File: config.mk
export PLATFORM = sky130hd
export DESIGN_NAME = max_mcs_grant_scheduler_core
export DESIGN_NICKNAME = d
export VERILOG_FILES = /design/src/sv/mmgs_pkg.sv /design/src/sv/mmgs_slot_ram.sv /design/src/sv/max_mcs_grant_scheduler_core.sv
export VERILOG_INCLUDE_DIRS = /design/src /design/src/sv
export SDC_FILE = /design/constraint.sdc
export NUM_CORES = 1
export LEC_CHECK = 0
export BUFFER_PORTS_ARGS = -buffer_cell sky130_fd_sc_hd__buf_2
export CORE_ASPECT_RATIO = 2
export CORE_UTILIZATION = 30
export CTS_CLUSTER_SIZE = 28
export DETAILED_ROUTE_END_ITERATION = 7
export PLACE_DENSITY = 0.45
export SLEW_MARGIN = 20
export SYNTH_ARGS = -nofsm -noshare
export SYNTH_HDL_FRONTEND = slang
export SYNTH_SLANG_ARGS = --single-unit
File: constraint.sdc
create_clock -name clk -period 4.65 [get_ports clk]
set_input_delay 0.93 -clock clk [delete_from_list [all_inputs] [get_ports clk]]
set_output_delay 0.93 -clock clk [all_outputs]
set_load 0.005 [all_outputs]
File: src/sv/max_mcs_grant_scheduler_core_assert.svh
// Assertion macros for the grant scheduler core
`ifndef MAX_MCS_GRANT_SCHEDULER_CORE_ASSERT_SVH
`define MAX_MCS_GRANT_SCHEDULER_CORE_ASSERT_SVH

// same-cycle implication under clk, disabled while arst_n is low
`define MMGS_ASSERT_NOW(label, ante, cons) \
	label: assert property (@(posedge clk) disable iff (!arst_n) (ante) |-> (cons)) \
		else $error("grant scheduler: same-cycle check failed");

// next-cycle implication under clk, disabled while arst_n is low
`define MMGS_ASSERT_NEXT(label, ante, cons) \
	label: assert property (@(posedge clk) disable iff (!arst_n) (ante) |=> (cons)) \
		else $error("grant scheduler: next-cycle check failed");

`endif

File: src/sv/mmgs_pkg.sv
// Types and constants of the maximum-rate grant scheduler
package mmgs_pkg;

	localparam logic [1:0] KIND_ADD    = 2'd0;
	localparam logic [1:0] KIND_REMOVE = 2'd1;
	localparam logic [1:0] KIND_TICK   = 2'd2;

	localparam logic [1:0] STAT_OK        = 2'd0;
	localparam logic [1:0] STAT_FULL      = 2'd1;
	localparam logic [1:0] STAT_NOT_FOUND = 2'd2;
	localparam logic [1:0] STAT_EMPTY     = 2'd3;

	localparam logic [4:0] RATE_MAX     = 5'd27;
	localparam logic [7:0] BLOCKS_RESET = 8'd100;
	localparam logic [3:0] ACTIVE_MAX   = 4'd15;

	typedef struct packed {
		logic [1:0]  kind;
		logic [15:0] user_id;
		logic [4:0]  rate_index;
	} in_word_t;

	typedef struct packed {
		logic [1:0]  status;
		logic        granted;
		logic [15:0] grant_user;
		logic [4:0]  grant_rate;
		logic [7:0]  grant_blocks;
		logic [3:0]  active_users;
	} out_word_t;

	typedef struct packed {
		logic [15:0] user;
		logic [4:0]  rate;
	} slot_t;

	typedef enum logic [1:0] {
		S_IDLE,
		S_SCAN,
		S_DRAIN,
		S_RESP
	} state_t;

endpackage

File: src/sv/mmgs_slot_ram.sv
// Slot table memory: one write port, one read port, registered read data
module mmgs_slot_ram #(
	parameter int DEPTH = 12,
	parameter int AW    = 4
) (
	input  logic                 clk,
	input  logic                 we,
	input  logic [AW-1:0]        waddr,
	input  mmgs_pkg::slot_t      wdata,
	input  logic [AW-1:0]        raddr,
	output mmgs_pkg::slot_t      rdata
);

	mmgs_pkg::slot_t mem_q [DEPTH];
	mmgs_pkg::slot_t rdata_q;

	always_ff @(posedge clk) begin
		if (we) begin
			mem_q[waddr] <= wdata;
		end
	end

	always_ff @(posedge clk) begin
		rdata_q <= mem_q[raddr];
	end

	assign rdata = rdata_q;

endmodule

File: src/sv/max_mcs_grant_scheduler_core.sv
// Top level of the maximum-rate grant scheduler core
//
// channel   handshake        word          direction
// command   start / busy     cmd           in
// result    done (strobe)    result        out
// config    cfg_we           cfg_wdata     in
//
// An item is taken when start is high and busy low; its result strobes on done
// after the scan, which reads one slot a cycle from the slot memory, a drain state
// for the read latency and an update state; done is registered from the update.
// busy is high in scan, drain and update; a new item may be taken while done shows.
// Reset clears all slots' valid bits and the user count; blocks_per_grant goes to 100.
// The receiver cannot stall: done strobes each result for one cycle only.
`include "max_mcs_grant_scheduler_core_assert.svh"

module max_mcs_grant_scheduler_core #(
	parameter int SLOTS = 12
) (
	input  logic                  clk,
	input  logic                  arst_n,
	input  logic                  start,
	output logic                  busy,
	input  mmgs_pkg::in_word_t    cmd,
	output logic                  done,
	output mmgs_pkg::out_word_t   result,
	input  logic                  cfg_we,
	input  logic [7:0]            cfg_wdata
);

	localparam int IW = (SLOTS > 1) ? $clog2(SLOTS) : 1;
	localparam int CW = $clog2(SLOTS + 1);
	localparam logic [IW-1:0] LAST = IW'(SLOTS - 1);

	mmgs_pkg::state_t    state_q, state_d;
	logic [SLOTS-1:0]    valid_q;
	logic [CW-1:0]       count_q, count_d;
	logic [7:0]          blocks_q;
	logic                done_q;
	mmgs_pkg::out_word_t result_q, result_d;

	logic [1:0]          kind_q;
	logic [15:0]         user_q;
	logic [4:0]          rate_q;
	logic [IW-1:0]       idx_q;
	logic                found_q;
	logic [IW-1:0]       fidx_q;
	logic [15:0]         best_user_q;
	logic [4:0]          best_rate_q;

	logic                rd_vld_s1;
	logic [IW-1:0]       rd_idx_s1;

	logic                accept;
	logic                ram_we;
	mmgs_pkg::slot_t     ram_wdata;
	mmgs_pkg::slot_t     ram_rdata;
	logic                hit;
	logic                add_ok, rem_ok;

	assign accept = start && !busy;

	mmgs_slot_ram #(
		.DEPTH(SLOTS),
		.AW   (IW)
	) u_ram (
		.clk  (clk),
		.we   (ram_we),
		.waddr(fidx_q),
		.wdata(ram_wdata),
		.raddr(idx_q),
		.rdata(ram_rdata)
	);

	assign ram_wdata.user = user_q;
	assign ram_wdata.rate = rate_q;

	always_ff @(posedge clk or negedge arst_n) begin
		if (!arst_n) begin
			state_q <= mmgs_pkg::S_IDLE;
		end else begin
			state_q <= state_d;
		end
	end

	assign add_ok = (kind_q == mmgs_pkg::KIND_ADD) && found_q;
	assign rem_ok = (kind_q == mmgs_pkg::KIND_REMOVE) && found_q;

	always_comb begin
		state_d  = state_q;
		busy     = 1'b1;
		ram_we   = 1'b0;
		count_d  = count_q;
		result_d = '0;
		if (add_ok) begin
			count_d = count_q + CW'(1);
		end else if (rem_ok) begin
			count_d = count_q - CW'(1);
		end
		result_d.active_users = (32'(count_d) > 32'(mmgs_pkg::ACTIVE_MAX)) ?
			mmgs_pkg::ACTIVE_MAX : 4'(count_d);
		case (kind_q)
			mmgs_pkg::KIND_ADD: begin
				result_d.status = found_q ? mmgs_pkg::STAT_OK : mmgs_pkg::STAT_FULL;
			end
			mmgs_pkg::KIND_REMOVE: begin
				result_d.status = found_q ? mmgs_pkg::STAT_OK : mmgs_pkg::STAT_NOT_FOUND;
			end
			mmgs_pkg::KIND_TICK: begin
				result_d.status = found_q ? mmgs_pkg::STAT_OK : mmgs_pkg::STAT_EMPTY;
				if (found_q) begin
					result_d.granted      = 1'b1;
					result_d.grant_user   = best_user_q;
					result_d.grant_rate   = best_rate_q;
					result_d.grant_blocks = blocks_q;
				end
			end
			default: begin
				result_d.status = mmgs_pkg::STAT_OK;
			end
		endcase
		case (state_q)
			mmgs_pkg::S_IDLE: begin
				busy = 1'b0;
				if (start) begin
					state_d = mmgs_pkg::S_SCAN;
				end
			end
			mmgs_pkg::S_SCAN: begin
				if (idx_q == LAST) begin
					state_d = mmgs_pkg::S_DRAIN;
				end
			end
			mmgs_pkg::S_DRAIN: begin
				state_d = mmgs_pkg::S_RESP;
			end
			mmgs_pkg::S_RESP: begin
				ram_we  = add_ok;
				state_d = mmgs_pkg::S_IDLE;
			end
			default: begin
				state_d = mmgs_pkg::S_IDLE;
			end
		endcase
	end

	// slot under test this cycle, from the read issued in the previous cycle
	always_comb begin
		hit = 1'b0;
		case (kind_q)
			mmgs_pkg::KIND_ADD: begin
				hit = !valid_q[rd_idx_s1] && !found_q;
			end
			mmgs_pkg::KIND_REMOVE: begin
				hit = valid_q[rd_idx_s1] && (ram_rdata.user == user_q) && !found_q;
			end
			mmgs_pkg::KIND_TICK: begin
				hit = valid_q[rd_idx_s1] && (!found_q || (ram_rdata.rate > best_rate_q));
			end
			default: begin
				hit = 1'b0;
			end
		endcase
	end

	always_ff @(posedge clk or negedge arst_n) begin
		if (!arst_n) begin
			valid_q   <= '0;
			count_q   <= '0;
			blocks_q  <= mmgs_pkg::BLOCKS_RESET;
			done_q    <= 1'b0;
			found_q   <= 1'b0;
			rd_vld_s1 <= 1'b0;
		end else begin
			if (cfg_we) begin
				blocks_q <= cfg_wdata;
			end
			rd_vld_s1 <= (state_q == mmgs_pkg::S_SCAN);
			done_q    <= (state_q == mmgs_pkg::S_RESP);
			if (accept) begin
				found_q <= 1'b0;
			end else if (rd_vld_s1 && hit) begin
				found_q <= 1'b1;
			end
			if (state_q == mmgs_pkg::S_RESP) begin
				count_q <= count_d;
				if (add_ok) begin
					valid_q[fidx_q] <= 1'b1;
				end else if (rem_ok) begin
					valid_q[fidx_q] <= 1'b0;
				end
			end
		end
	end

	always_ff @(posedge clk) begin
		rd_idx_s1 <= idx_q;
		if (accept) begin
			kind_q <= cmd.kind;
			user_q <= cmd.user_id;
			rate_q <= (cmd.rate_index > mmgs_pkg::RATE_MAX) ? mmgs_pkg::RATE_MAX :
				cmd.rate_index;
			idx_q  <= '0;
		end else if (state_q == mmgs_pkg::S_SCAN && idx_q != LAST) begin
			idx_q <= idx_q + IW'(1);
		end
		if (rd_vld_s1 && hit) begin
			fidx_q      <= rd_idx_s1;
			best_user_q <= ram_rdata.user;
			best_rate_q <= ram_rdata.rate;
		end
		if (state_q == mmgs_pkg::S_RESP) begin
			result_q <= result_d;
		end
	end

	assign done   = done_q;
	assign result = result_q;

	`MMGS_ASSERT_NOW(a_count_matches_valid, 1'b1, $countones(valid_q) == int'(count_q))
	`MMGS_ASSERT_NOW(a_done_when_idle, done, !busy)
	`MMGS_ASSERT_NEXT(a_accept_goes_busy, start && !busy, busy && !done)
	`MMGS_ASSERT_NEXT(a_resp_strobes, state_q == mmgs_pkg::S_RESP, done)

endmodule
==> metrics.txt <==
Cell Pwr Density=547.9 mW/mm²; Critical Path Sink Type=output port; Critical Path Start=state_q[0]; startpoint types=register; FF-to-FF setup slack=2.28 ns; total iterations of the first detailed-routing run=4; Hold Worst Slack=0.4643 ns; Die Ht=316.4 µm; number of hold buffers added after cts=0; Avg Vias per Cell=4.571; Max-slew headroom=32.62%; Hold Crit Class=register to register; hold_sp=rd_idx_s1[3]; total global routing overflow=0; gpl congestion=0.7310; Final min period=2.498 ns; worst skew pair latency=0.54 ns; Die Area=0.05036 mm²; CP Max Fanout=4; clk slew on worst S/H paths=0.06 ns; Post-CTS Setup Bufs=0; Sum Neg Setup Slack=0 ns; Seq pwr share=50.9%; Wirelength per Cell=22.00 µm; Core ar.=0.04850 mm²; First DRT Iteration DRCs=319; mean post-synth cell area=19.63 µm²; Resized cells post-CTS=0; fin cells=1523; CTS Sinks=394; GRT Overall Usage=13.71%; initial antenna violation count=0; Yosys Warn Count=0; CP arrival=1.57 ns; pin count of the biggest net entering global routing=47; Synthesized Nets=803; Slew @ Worst Pin=1.011 ns; max_cap viols=0; clk root buf=clkbuf_16; final setup fails=0; port bufs=72; share of cells above drive strength 1=28.25%; Synth cell types=46; synthesized area=0.01482 mm²; unrepaired setup endpoints after global routing=false; Starting Density=30.57%; clock skew=0.01479 ns; FP Rows=114; antenna viol nets, final=0; Chip Width=159.2 µm; ys flop type=edfxtp_1; CTS H-tree depth=2; Max IR drop VDD=0.0002138 V; FFs w/ async S/R, synth=7.360%; vias=6962; worst-case clock buffer depth=3; cell taking the most area after synthesis=edfxtp_1; vias in the first global route=7677; Combinational Power Share=17.6%; Ant. Diodes=0; CTS Buf Count=37; P_int=6868 µW; CP required=3.72 ns; worst r2r src=user_q[12]; area delta synth->final=16.69%; Post-Synthesis Cells=755; num ports=73; pre-CTS WS=2.206 ns; NetSw=2608 µW; Yosys top cell area share=68.07%; register area share after synthesis=76.91%; drt total wl=33510 µm; f_max=400.4 MHz; #FFs+latches synth=394; switching share of power=27.52%; DP Cell Count=1455; crit share post-route=53.71%; Pleak=0.005865 µW; Synth area leaders=edfxtp_1 68%, mux4_2 9.6%, dfrtp_1 4.4%; # DRC=0; CTS tree=built; first-pass GRT wire length=50140 µm; clock share of power=31.5%; post-DP HPWL=21360 µm; fillers=4556; top-count cell post-synth=edfxtp_1; top cells by count, synth=336 x edfxtp_1, 63 x mux4_2, 34 x o21ai_1; fin worst setup slack=2.152 ns; Post-synth EDFFs=336; Hold Violations, Final=0; critical path class=register to output port; Total Nets Final=904; status=complete, no violations; Slew Viols, Final=0
-- metrics by stage --
step | util (%) | cell area (µm²) | power [µW]
final | 35.67 | 17300 | 9477
after global routing | 35.67 | 17300 | 9934
after CTS | 35.67 | 17300 | 9667
after detailed placement | 33.25 | 16120 | 6662
after global placement | 33.25 | 16120 | 6647
after floorplan | - | 14820 | 5941
-- final timing paths --
kind,endpoint,depth (start not counted)
max,busy,4
min,fidx_q[3],0
max reg2reg,best_user_q[0],6
min reg2reg,fidx_q[3],0
max in group asynchronous,blocks_q[1],1
min in group asynchronous,state_q[0],1
-- cells in the final DEF (no fill, tap or decap), types with 12 or more instances in the layout --
master,count
buf_2,72
ha_1,12
o21ai_1,34
dfxtp_1,26
nand2_1,27
mux2i_1,24
buf_4,30
mux4_2,63
xnor2_1,21
dfrtp_1,26
edfxtp_1,336
and3_1,29
inv_1,13
clkbuf_16,37
nand2b_1,13
-- power groups by stage --
stage / clock, µW / sequential, µW / combinational [µW]
4_1_cts: 3080 / 4850 / 1740
6_report: 2980 / 4820 / 1670
3_3_place_gp: 0 / 4910 / 1730
2_1_floorplan: 0 / 4620 / 1320
3_5_place_dp: 0 / 4920 / 1740
5_1_grt: 3190 / 4890 / 1860
-- flip-flops by register name (all words and copies together) (netlist names), named ones only --
signal and cells:
best_rate_q 5, state_q 2, rd_vld_s1 1, rate_q 5, user_q 16, rd_idx_s1 4
blocks_q 8, done 1, best_user_q 16, u_ram.mem_q 252, idx_q 4, found_q 1
count_q 4, kind_q 2, fidx_q 4, u_ram.rdata 21, result 36
-- cell families after synthesis --
| logic type | count (synthesis) | synth area share [%] |
|---|---|---|
| AOI/OAI and AO/OA | 55 | 2.110 |
| xor gates and xnor gates | 26 | 1.536 |
| DFF | 394 | 76.91 |
| and+or+nand+nor | 113 | 4.296 |
| muxes | 99 | 12.41 |
| adders and majority gates | 13 | 1.097 |
| buffers and inverters | 55 | 1.646 |
-- worst max-delay path: stages (launching register included) --
cell     delay (ns)
dfrtp_1        0.40
inv_1          0.13
ha_1           0.24
inv_1          0.12
buf_2          0.14
-- area by class of cell --
cell class                 instances  area [µm²]  share of cell area (%)
inverter                          14       52.55                  0.3038
clock inverter                    19       192.7                   1.114
multi-input combinational        306        3261                   18.85
clock buffer                      49       980.9                   5.671
timing repair buffer             103       605.6                   3.501
sequential                       394       11410                   65.94
tap                              638       798.3                   4.615
-- layer usage --
metal | up-vias | share of wire [%] | global-route usage (%)
li1 | 3167 | - | -
met1 | 3624 | 37 | 14.25
met5 | - | 0 | 0
met4 | 0 | 2.2 | 4.545
met3 | 39 | 2.5 | 1.583
met2 | 132 | 59 | 27.97
(Power assumes the default switching activity.)
